## src/rtl/fpr_pkg.sv

```systemverilog
// ----------------------------------------------------------------------------
// fpr_pkg
// Shared types and constants of the fifo page replacement unit.
// ----------------------------------------------------------------------------
package fpr_pkg;

  localparam int PAGE_IN_W = 16;  // page_number port width
  localparam int SLOT_W    = 4;   // slot port width
  localparam int NF_W      = 5;   // num_frames register width
  localparam int TOTAL_W   = 32;  // running totals width
  localparam int CFG_AW    = 2;   // apb byte address width
  localparam int CFG_DW    = 32;  // apb data width

  localparam logic [NF_W-1:0]   NUM_FRAMES_RESET = 5'd4;
  localparam logic [CFG_AW-1:0] REG_NUM_FRAMES   = 2'd0;

  // controller to datapath
  typedef struct packed {
    logic load;          // take a new request
    logic scan;          // walk the frames
    logic commit_hit;    // finish request as a hit
    logic commit_fault;  // finish request as a fault, fill victim frame
  } ctl_cmd_t;

  // datapath to controller
  typedef struct packed {
    logic match;         // compared frame holds the page
    logic miss_last;     // last frame compared without a match
  } dp_stat_t;

endpackage

```

## src/rtl/fpr_ram.sv

```systemverilog
// ----------------------------------------------------------------------------
// fpr_ram
// Generic single write port, single read port RAM with registered read data.
// ----------------------------------------------------------------------------
module fpr_ram #(
  parameter int WIDTH = 16,
  parameter int DEPTH = 16
) (
  input  logic                                   clk,
  input  logic                                   we,
  input  logic [(DEPTH > 1 ? $clog2(DEPTH) : 1)-1:0] waddr,
  input  logic [WIDTH-1:0]                       wdata,
  input  logic [(DEPTH > 1 ? $clog2(DEPTH) : 1)-1:0] raddr,
  output logic [WIDTH-1:0]                       rdata
);

  logic [WIDTH-1:0] mem [DEPTH];

  always_ff @(posedge clk) begin
    if (we) begin
      mem[waddr] <= wdata;
    end
    rdata <= mem[raddr];
  end

endmodule

```

## src/rtl/fpr_ctrl.sv

```systemverilog
// ----------------------------------------------------------------------------
// fpr_ctrl
// Request sequencer: idle, then frame scan until a hit or the last miss.
// ----------------------------------------------------------------------------
module fpr_ctrl (
  input  logic             clk,
  input  logic             rst,
  input  logic             start,
  output logic             busy,
  input  fpr_pkg::dp_stat_t stat,
  output fpr_pkg::ctl_cmd_t cmd
);

  import fpr_pkg::*;

  localparam logic S_IDLE = 1'b0;
  localparam logic S_SCAN = 1'b1;

  logic state;
  logic state_next;

  always_comb begin
    cmd              = '0;
    state_next       = state;
    unique case (state)
      S_IDLE: begin
        if (start) begin
          cmd.load   = 1'b1;
          state_next = S_SCAN;
        end
      end
      S_SCAN: begin
        cmd.scan         = 1'b1;
        cmd.commit_hit   = stat.match;
        cmd.commit_fault = stat.miss_last;
        if (stat.match || stat.miss_last) begin
          state_next = S_IDLE;
        end
      end
      default: state_next = S_IDLE;
    endcase
  end

  always_ff @(posedge clk) begin
    if (rst) begin
      state <= S_IDLE;
    end else begin
      state <= state_next;
    end
  end

  assign busy = (state != S_IDLE);

  a_accept_busy: assert property (@(posedge clk) disable iff (rst)
    (start && !busy) |=> busy)
    else $error("accepted request did not start a scan");

  a_commit_idle: assert property (@(posedge clk) disable iff (rst)
    (cmd.commit_hit || cmd.commit_fault) |=> !busy)
    else $error("controller stayed busy after commit");

  a_commit_excl: assert property (@(posedge clk) disable iff (rst)
    !(cmd.commit_hit && cmd.commit_fault))
    else $error("hit and fault committed together");

endmodule

```

## src/rtl/fpr_dp.sv

```systemverilog
// ----------------------------------------------------------------------------
// fpr_dp
// Datapath: frame store, valid bits, pipelined compare, fill pointer, totals.
// ----------------------------------------------------------------------------
module fpr_dp #(
  parameter int MAX_FRAMES = 16,
  parameter int PAGE_BITS  = 16
) (
  input  logic                              clk,
  input  logic                              rst,
  input  fpr_pkg::ctl_cmd_t                 cmd,
  output fpr_pkg::dp_stat_t                 stat,
  input  logic [fpr_pkg::PAGE_IN_W-1:0]     page_number,
  input  logic [fpr_pkg::NF_W-1:0]          num_frames,
  output logic                              done,
  output logic                              hit,
  output logic [fpr_pkg::SLOT_W-1:0]        slot,
  output logic [fpr_pkg::TOTAL_W-1:0]       fault_total,
  output logic [fpr_pkg::TOTAL_W-1:0]       hit_total
);

  import fpr_pkg::*;

  localparam int IDX_W = (MAX_FRAMES > 1) ? $clog2(MAX_FRAMES) : 1;
  localparam int CNT_W = $clog2(MAX_FRAMES + 1);
  localparam logic [CNT_W-1:0] MAX_CNT = CNT_W'(MAX_FRAMES);
  localparam logic [CNT_W-1:0] ONE_CNT = CNT_W'(1);

  logic [PAGE_BITS-1:0]  page_key;
  logic [PAGE_BITS-1:0]  page_reg;
  logic [CNT_W-1:0]      count_in;
  logic [CNT_W-1:0]      count_reg;
  logic [CNT_W-1:0]      scan_idx;
  logic                  issue;
  logic                  cmp_live;
  logic                  cmp_last;
  logic [IDX_W-1:0]      cmp_idx;
  logic [PAGE_BITS-1:0]  rdata;
  logic [MAX_FRAMES-1:0] frame_valid;
  logic [IDX_W-1:0]      fill_ptr;
  logic [IDX_W-1:0]      victim;
  logic [CNT_W-1:0]      victim_inc;
  logic [IDX_W-1:0]      fill_next;
  logic [TOTAL_W-1:0]    fault_cnt;
  logic [TOTAL_W-1:0]    hit_cnt;

  // keep the low PAGE_BITS of the request
  assign page_key = PAGE_BITS'({{(32 - PAGE_IN_W){1'b0}}, page_number});

  // frames in use: zero reads as one, clamp at the built count
  always_comb begin
    priority if (num_frames == '0) begin
      count_in = ONE_CNT;
    end else if (32'(num_frames) > MAX_FRAMES) begin
      count_in = MAX_CNT;
    end else begin
      count_in = CNT_W'(num_frames);
    end
  end

  assign issue = cmd.scan && (scan_idx < count_reg);

  fpr_ram #(
    .WIDTH (PAGE_BITS),
    .DEPTH (MAX_FRAMES)
  ) u_frames (
    .clk   (clk),
    .we    (cmd.commit_fault),
    .waddr (victim),
    .wdata (page_reg),
    .raddr (scan_idx[IDX_W-1:0]),
    .rdata (rdata)
  );

  assign stat.match     = cmp_live && frame_valid[cmp_idx] && (rdata == page_reg);
  assign stat.miss_last = cmp_live && cmp_last && !stat.match;

  // fifo victim, pointer past the count falls back to frame zero
  always_comb begin
    victim     = (CNT_W'(fill_ptr) >= count_reg) ? '0 : fill_ptr;
    victim_inc = CNT_W'(victim) + ONE_CNT;
    fill_next  = (victim_inc >= count_reg) ? '0 : victim_inc[IDX_W-1:0];
  end

  always_ff @(posedge clk) begin
    if (cmd.load) begin
      page_reg  <= page_key;
      count_reg <= count_in;
    end
    if (issue) begin
      cmp_idx  <= scan_idx[IDX_W-1:0];
      cmp_last <= (scan_idx == (count_reg - ONE_CNT));
    end
    if (cmd.commit_hit || cmd.commit_fault) begin
      hit  <= cmd.commit_hit;
      slot <= cmd.commit_hit ? SLOT_W'(cmp_idx) : SLOT_W'(victim);
    end
  end

  always_ff @(posedge clk) begin
    if (rst) begin
      scan_idx    <= '0;
      cmp_live    <= 1'b0;
      frame_valid <= '0;
      fill_ptr    <= '0;
      fault_cnt   <= '0;
      hit_cnt     <= '0;
      done        <= 1'b0;
    end else begin
      done <= cmd.commit_hit || cmd.commit_fault;
      if (cmd.load) begin
        scan_idx <= '0;
        cmp_live <= 1'b0;
      end else begin
        cmp_live <= issue;
        if (issue) begin
          scan_idx <= scan_idx + ONE_CNT;
        end
      end
      if (cmd.commit_hit) begin
        hit_cnt <= hit_cnt + TOTAL_W'(1);
      end
      if (cmd.commit_fault) begin
        fault_cnt           <= fault_cnt + TOTAL_W'(1);
        frame_valid[victim] <= 1'b1;
        fill_ptr            <= fill_next;
      end
    end
  end

  assign fault_total = fault_cnt;
  assign hit_total   = hit_cnt;

  a_done_single: assert property (@(posedge clk) disable iff (rst)
    done |=> !done)
    else $error("result strobe held for more than one cycle");

  a_cmp_in_range: assert property (@(posedge clk) disable iff (rst)
    cmp_live |-> (CNT_W'(cmp_idx) < count_reg))
    else $error("compare beyond frames in use");

  a_fault_fills: assert property (@(posedge clk) disable iff (rst)
    cmd.commit_fault |=> frame_valid[$past(victim)])
    else $error("faulted frame not marked valid");

endmodule

```

## src/rtl/fifo_page_replacement_unit.sv

```systemverilog
// ----------------------------------------------------------------------------
// fifo_page_replacement_unit
// FIFO page replacement: looks up a page among the resident frames, fills the
// oldest frame on a fault, and keeps running fault and hit totals.
//
//   channel   signals                                   direction
//   request   start, busy, page_number                  in (busy out)
//   result    done, hit, slot, fault_total, hit_total   out, one cycle
//   config    psel penable pwrite paddr pwdata prdata   apb slave
//
// A fault ends the scan at the last of the N frames in use (1..MAX_FRAMES),
// and a hit ends it at the matching frame k: the scan reads one frame a cycle
// from the frame RAM and compares it in the cycle after the read.
// busy drops with the strobe, so the next request may be accepted while a
// result is shown.
// Reset is synchronous; valid bits clear at once, no clearing pass.
// The result receiver cannot stall; each result is shown for one cycle.
// ----------------------------------------------------------------------------
module fifo_page_replacement_unit #(
  parameter int MAX_FRAMES = 16,
  parameter int PAGE_BITS  = 16
) (
  input  logic                            clk,
  input  logic                            rst,
  input  logic                            start,
  output logic                            busy,
  input  logic [fpr_pkg::PAGE_IN_W-1:0]   page_number,
  output logic                            done,
  output logic                            hit,
  output logic [fpr_pkg::SLOT_W-1:0]      slot,
  output logic [fpr_pkg::TOTAL_W-1:0]     fault_total,
  output logic [fpr_pkg::TOTAL_W-1:0]     hit_total,
  input  logic                            psel,
  input  logic                            penable,
  input  logic                            pwrite,
  input  logic [fpr_pkg::CFG_AW-1:0]      paddr,
  input  logic [fpr_pkg::CFG_DW-1:0]      pwdata,
  output logic [fpr_pkg::CFG_DW-1:0]      prdata,
  output logic                            pready
);

  import fpr_pkg::*;

  logic [NF_W-1:0] num_frames;
  logic            cfg_wr;
  ctl_cmd_t        cmd;
  dp_stat_t        stat;

  assign pready = 1'b1;
  assign cfg_wr = psel && penable && pwrite && (paddr == REG_NUM_FRAMES);

  always_ff @(posedge clk) begin
    if (rst) begin
      num_frames <= NUM_FRAMES_RESET;
    end else if (cfg_wr) begin
      num_frames <= pwdata[NF_W-1:0];
    end
  end

  assign prdata = (paddr == REG_NUM_FRAMES) ? CFG_DW'(num_frames) : '0;

  fpr_ctrl u_ctrl (
    .clk   (clk),
    .rst   (rst),
    .start (start),
    .busy  (busy),
    .stat  (stat),
    .cmd   (cmd)
  );

  fpr_dp #(
    .MAX_FRAMES (MAX_FRAMES),
    .PAGE_BITS  (PAGE_BITS)
  ) u_dp (
    .clk         (clk),
    .rst         (rst),
    .cmd         (cmd),
    .stat        (stat),
    .page_number (page_number),
    .num_frames  (num_frames),
    .done        (done),
    .hit         (hit),
    .slot        (slot),
    .fault_total (fault_total),
    .hit_total   (hit_total)
  );

endmodule

```

## config.mk

```make
export PLATFORM = sky130hd
export DESIGN_NAME = fifo_page_replacement_unit
export DESIGN_NICKNAME = d
export VERILOG_FILES = /design/src/rtl/fpr_pkg.sv /design/src/rtl/fpr_ram.sv /design/src/rtl/fpr_ctrl.sv /design/src/rtl/fpr_dp.sv /design/src/rtl/fifo_page_replacement_unit.sv
export SDC_FILE = /design/constraint.sdc
export NUM_CORES = 1
export LEC_CHECK = 0
export BUFFER_PORTS_ARGS = -buffer_cell sky130_fd_sc_hd__buf_2
export CAP_MARGIN = 25
export CORE_MARGIN = 2
export CORE_UTILIZATION = 42
export DETAILED_ROUTE_END_ITERATION = 10
export PLACE_DENSITY = 0.62
export SKIP_LAST_GASP = 1
export SLEW_MARGIN = 20
export SYNTH_ARGS = -nofsm -noshare
export SYNTH_HDL_FRONTEND = slang
export SYNTH_SLANG_ARGS = --single-unit
```

## constraint.sdc

```tcl
create_clock -name clk -period 3.6 [get_ports clk]
set_input_delay 0.36 -clock clk [delete_from_list [all_inputs] [get_ports clk]]
set_output_delay 0.36 -clock clk [all_outputs]
set_load 0.005 [all_outputs]
```

Word-level counts from Yosys, hierarchy flattened
Memories as Yosys holds them, arrays and structs flattened. A register that Yosys moved wholly into a read port is not among the register bits.
Cells that the tools add are included.
Storage, ports and cells
  word-level logic and storage cells: 65
  input port bits: 56
  memory bits (writable): 256
  register bits after elaboration: 128
  memories kept: 1
  output and inout port bits: 104
Cells by class
  eq/ne operators: 2
  reductions and logical operators: 16
  muxes and demuxes: 16
  bitwise operators: 2
  add/subtract/negate cells: 5
  order comparisons: 7
Memory list
  u_dp.u_frames.mem: depth 16, bits a word 16, rd ports 1, clocked after memory_dff 1, wr ports 1, line fpr_ram.sv:17  | logic [WIDTH-1:0] mem [DEPTH];
Operators by type and width (count)
  $add A32 B1 Y32 const B: 2
  $eq A16 B16 Y1: 1
  $or A16 B16 Y16: 1
  $mux W4: 3
  $lt A4 B5 Y1 const B: 2
  $mux W5: 2
  $logic_and A1 B1 Y1: 9
  $mux W1: 7
  $add A4 B1 Y5 const B: 1
  $add A5 B1 Y5 const B: 1
  $eq A5 B5 Y1: 1
  $ge A4 B5 Y1: 1
  $ge A5 B5 Y1: 1
  $gt A5 B5 Y1 const B: 1
  $logic_not A5 Y1: 1
  $lt A5 B5 Y1: 1
  $sub A5 B1 Y5 const B: 1
  $bmux W1 S4: 1
  $demux W1 S4: 1
  $ge A4 B1 Y1 const B: 1
  $reduce_or A2 Y1: 2
  $mux W3: 1
  $logic_not A2 Y1: 1
  $logic_or A1 B1 Y1: 2
  other kinds (3): 3

Depth between registers and ports, before layout
  depth in word-level cells: 9
  depth in mapped cells: 16
  mapped depth without buffers: 16

Modules after synthesis
Synthesis repeated with hierarchy kept, for this count alone.
Second synthesis, totals
  cell total of the unflattened synthesis: 1092
  area total of the unflattened synthesis: 16434.5 um2
Modules (own cells, without submodules)
  fpr_ram: times used 1, area an instance 10043.4 um2, seq. area each 8007.7 um2, cells an instance 432
  fpr_dp: times used 1, area an instance 5826.8 um2, seq. area each 2752.6 um2, cells an instance 594
  fifo_page_replacement_unit: times used 1, area an instance 493.0 um2, seq. area each 100.1 um2, cells an instance 59
  fpr_ctrl: times used 1, area an instance 71.3 um2, seq. area each 20.0 um2, cells an instance 7

Least setup slack after synthesis
Ideal clock, no wire load.
  kind: register to register
  start: reg u_dp.count_reg[0]
  end: mem u_dp.u_frames.mem[15][0], enable pin
  arrival time: 2943 ps
  data required time: 3211 ps
  stages on the path, launching flop included: 12
  clock period less this slack: 3331 ps
  path slack: 269 ps
  setup time: 389 ps
  path buffers: 0
  path through: edfxtp_1 ha_1 nand2b_1 a21o_1 a211o_1 nand2_1 nand2_1 inv_1 ha_1 nand3_1 nand2b_1 nor2_1
On the way
  cells in the longest elaborated chain, start to end: 2
RTL lines
  start: declaration: line fpr_dp.sv:32  | logic [CNT_W-1:0] count_reg;
  start signal: assignment: line fpr_dp.sv:88  | count_reg <= count_in;
  $ge A4 B5 Y1: line fpr_dp.sv:80  | victim = (CNT_W'(fill_ptr) >= count_reg) ? '0 : fill_ptr;
  $mux W4: line fpr_dp.sv:80
  end: declaration: line fpr_ram.sv:17
Every way passes these cells.

Worst setup path after layout
  start: reg u_dp.fill_ptr[0]
  end: reg u_dp.fill_ptr[3]
On the way
  cells in the longest elaborated chain, start to end: 5
RTL lines
  start: declaration: line fpr_dp.sv:40  | logic [IDX_W-1:0] fill_ptr;
  start signal: assignment: line fpr_dp.sv:126  | fill_ptr <= fill_next;
  $ge A4 B5 Y1: line fpr_dp.sv:80
  $mux W4 (*): line fpr_dp.sv:80
  $add A4 B1 Y5 (*): line fpr_dp.sv:81  | victim_inc = CNT_W'(victim) + ONE_CNT;
  $ge A5 B5 Y1: line fpr_dp.sv:82  | fill_next = (victim_inc >= count_reg) ? '0 : victim_inc[IDX_W-1:0];
  $mux W4 (*): line fpr_dp.sv:82
Mark *: on every way between the ends. The rest lies on a longest branch, timed or not.
A chain may end at the register's enable or synchronous reset.

==> reports/metrics.csv <==
metric,value,unit
via count,9826,
run status,finished clean,
Area Overhead vs Synth,16.28,%
crit path cell chain,"inv_1, ha_1, nand2b_1, a21o_1, a211o_1, nand2_2, nand2_1, inv_2, ha_2, xnor2_1, inv_1, ha_1, nor2b_1, o21ai_0, a21oi_2, o41ai_1",
number of post-CTS setup repair buffers,0,
Async SR Flop Fraction,0,%
sw frac,20.76,%
"Distinct cells, synth",53,
drt initial violations,688,
Psw,1.964,mW
core area,0.03883,sq mm
sequential share of power,53.1,%
Hold Path Class,in -> reg,
Finish-stage setup viols,0,
RSZ-0062 raised after global routing,no,
share of layout cells above drive strength 1,24.04,%
Largest register FFs,256,
n_diodes,0,
Design Power,9.461,mW
worst hold slack,37.10,ps
final count of pins violating max slew,0,
CP endpoint kind,flip-flop,
chip height,202.6,um
"Max FO, Critical Path",6,
Setup Skew,12.67,ps
Synth Cell Area,0.01656,sq mm
Die ar.,0.04103,sq mm
most frequent cells in the layout,"edfxtp_1, dfxtp_1, buf_2",
Combinational Power Share,3.0,%
final setup TNS,0,ps
remaining antenna violation count,0,
"Clk Latency, worst-skew pair",560,ps
total clock buffers created by CTS,44,
"Seq/Total Area, Yosys",65.70,%
"slowest stage cell, crit path",dfxtp_1,
clock-pin slew on the worst setup and hold paths,60,ps
1st-pass router iterations,5,
fmax,0.3050,GHz
number of max-cap violations,0,
via/cell ratio,5.474,
first-pass GRT wire length,55510,um
final WL,36080,um
I/O Buffers,104,
Rows,72,
Horiz. Die Dim,202.6,um
pwr dens,491.3,mW/mm^2
Overflow after GRT,0,
worst vdd ir,0.3949,mV
Post-synth EDFFs,287,
CTS max path bufs,3,
fin nets,1323,
crit path DAT,3740,ps
CTS root buf,clkbuf_16,
CTS tree,built,
CTS H-tree lvls,2,
initial core utilization,42.65,%
kind of critical path,reg -> reg,
leak pwr,6.572,nW
"flops & latches, synth",400,
"commonest non-fill, non-tap cell in the layout",edfxtp_1,
"Hold Vio Cnt, Final",0,
DRC violation count after routing,0,
Internal Pwr Total,7.497,mW
Synth Flop Type,edfxtp_1,
CP max stage delay,390,ps
number of global-route vias before repair,9514,
register with the most flip-flops,u_dp.u_frames.mem,
Detailed Place HPWL,21590,um
Worst-Margin Slew,1057,ps
startpoint types,flip-flop,
clock sink total,400,
Clk pwr share,43.9,%
WP data required,4060,ps
largest net degree at the start of global routing,70,
min Tclk post-route,3278,ps
I/O pin count,160,
initial antenna violation count,0,
relative slew slack,29.53,%
RePlAce Congestion,0.7999,
Final Cycle Share,91.06,%
Synthesis Warnings,0,
Synth Instances,1087,
GRT Resource Usage Total,17.66,%
WL/cell,20.10,um
Mean Syn Cell Area,15.23,sq um
area by class of cell:
cell class                      count  area (sq um)
Clock buffer                       65          1241
Inverter                           33         123.9
Sequential cell                   400         10890
Clock inverter                     15         90.09
Fill cell                        3288         19570
Timing Repair Buffer              163          1041
Tap cell                          518         648.1
Multi-Input combinational cell    601          5226
per-layer routing:
layer,track usage [%],up-vias,routed length [um]
met5,0,-,0
met4,5.005,0,781
met3,3.291,48,2002
met2,29.59,266,17740
met1,23.64,4956,15550
li1,-,4556,-
critical path, delay by kind of cell, from the launching register on:
kind | cells | cell delay (ps)
AOI/OAI and AO/OA | 5 | 1090
xor gates and xnor gates | 1 | 150
adders and majority gates | 3 | 780
buffers and inverters | 3 | 250
DFF | 1 | 390
and+or+nand+nor | 4 | 500
synth_stat cells, types with 6 or more instances:
cell,instances,area (sq um)
mux4_2,81,1824
xnor2_1,23,201.4
dfxtp_1,113,2262
o21a_1,12,90.09
a21oi_1,64,320.3
nor2_1,25,93.84
clkbuf_1,30,112.6
edfxtp_1,287,8618
nor3_1,11,55.05
nor2b_1,7,43.79
or3_1,21,131.4
buf_4,29,217.7
and3_1,18,112.6
nand3_1,37,185.2
ha_1,24,300.3
o31ai_1,37,277.8
mux2_2,6,67.56
and2_1,15,93.84
inv_1,33,123.9
o21ai_0,25,125.1
nand2b_1,7,43.79
or4_1,34,255.2
buf_2,8,40.04
mux2i_1,6,60.06
o2bb2ai_1,7,61.31
nand4_1,21,131.4
nand2_1,42,157.7
buf_1,9,33.78
power by group through the flow:
stage,logic (mW),clock network [mW],registers [mW]
after global routing,0.312,4.48,5.03
after floorplan,0.204,0,5.11
after global placement,0.269,0,5.12
final,0.285,4.15,5.02
after CTS,0.288,4.27,5.02
after detailed placement,0.274,0,5.12
path summary, 6_finish.rpt:
kind                                                     endpoint                         startpoint  cells after the start  slack, ps
worst max-delay path                u_dp.fill_ptr[3]$_SDFFE_PP0P_      u_dp.fill_ptr[0]$_SDFFE_PP0P_                     16        320
worst min-delay path                   u_dp.page_reg[3]$_DFFE_PP_                     page_number[3]                      1         40
worst max register to register      u_dp.fill_ptr[3]$_SDFFE_PP0P_      u_dp.fill_ptr[0]$_SDFFE_PP0P_                     16        320
worst min register to register  u_dp.frame_valid[14]$_SDFFE_PP0P_  u_dp.frame_valid[14]$_SDFFE_PP0P_                      1        460
through the flow:
| stage | instances | instance area [sq um] | setup slack, ps | utilization [%] |
|---|---|---|---|---|
| after floorplan | 1113 | 16660 | 268.7 | - |
| after global placement | 1699 | 17760 | 235.4 | 45.73 |
| after detailed placement | 1699 | 17760 | 206.8 | 45.73 |
| after CTS | 1795 | 19250 | 167.0 | 49.57 |
| after global routing | 1795 | 19260 | 11.63 | 49.59 |
| final | 1795 | 19260 | 321.7 | 49.59 |
kinds of logic after synthesis:
logic type,after synthesis,synth area share (%)
AO/OA/AOI/OAI,165,6.370
XOR/XNOR,28,1.481
adder cells (fa/ha/maj),24,1.813
buffers and inverters,112,3.393
flip-flops,400,65.70
multiplexers,96,12.26
other,2,0.04535
AND/OR/NAND/NOR,260,8.931
what timing repair did:
action | CTS | global route
resized for setup | 0 | 4
endpoints found under the hold margin | 16 | 0
hold buffers | 16 | 0
setup endpoints to repair | 0 | 4
(Power assumes the default switching activity.)
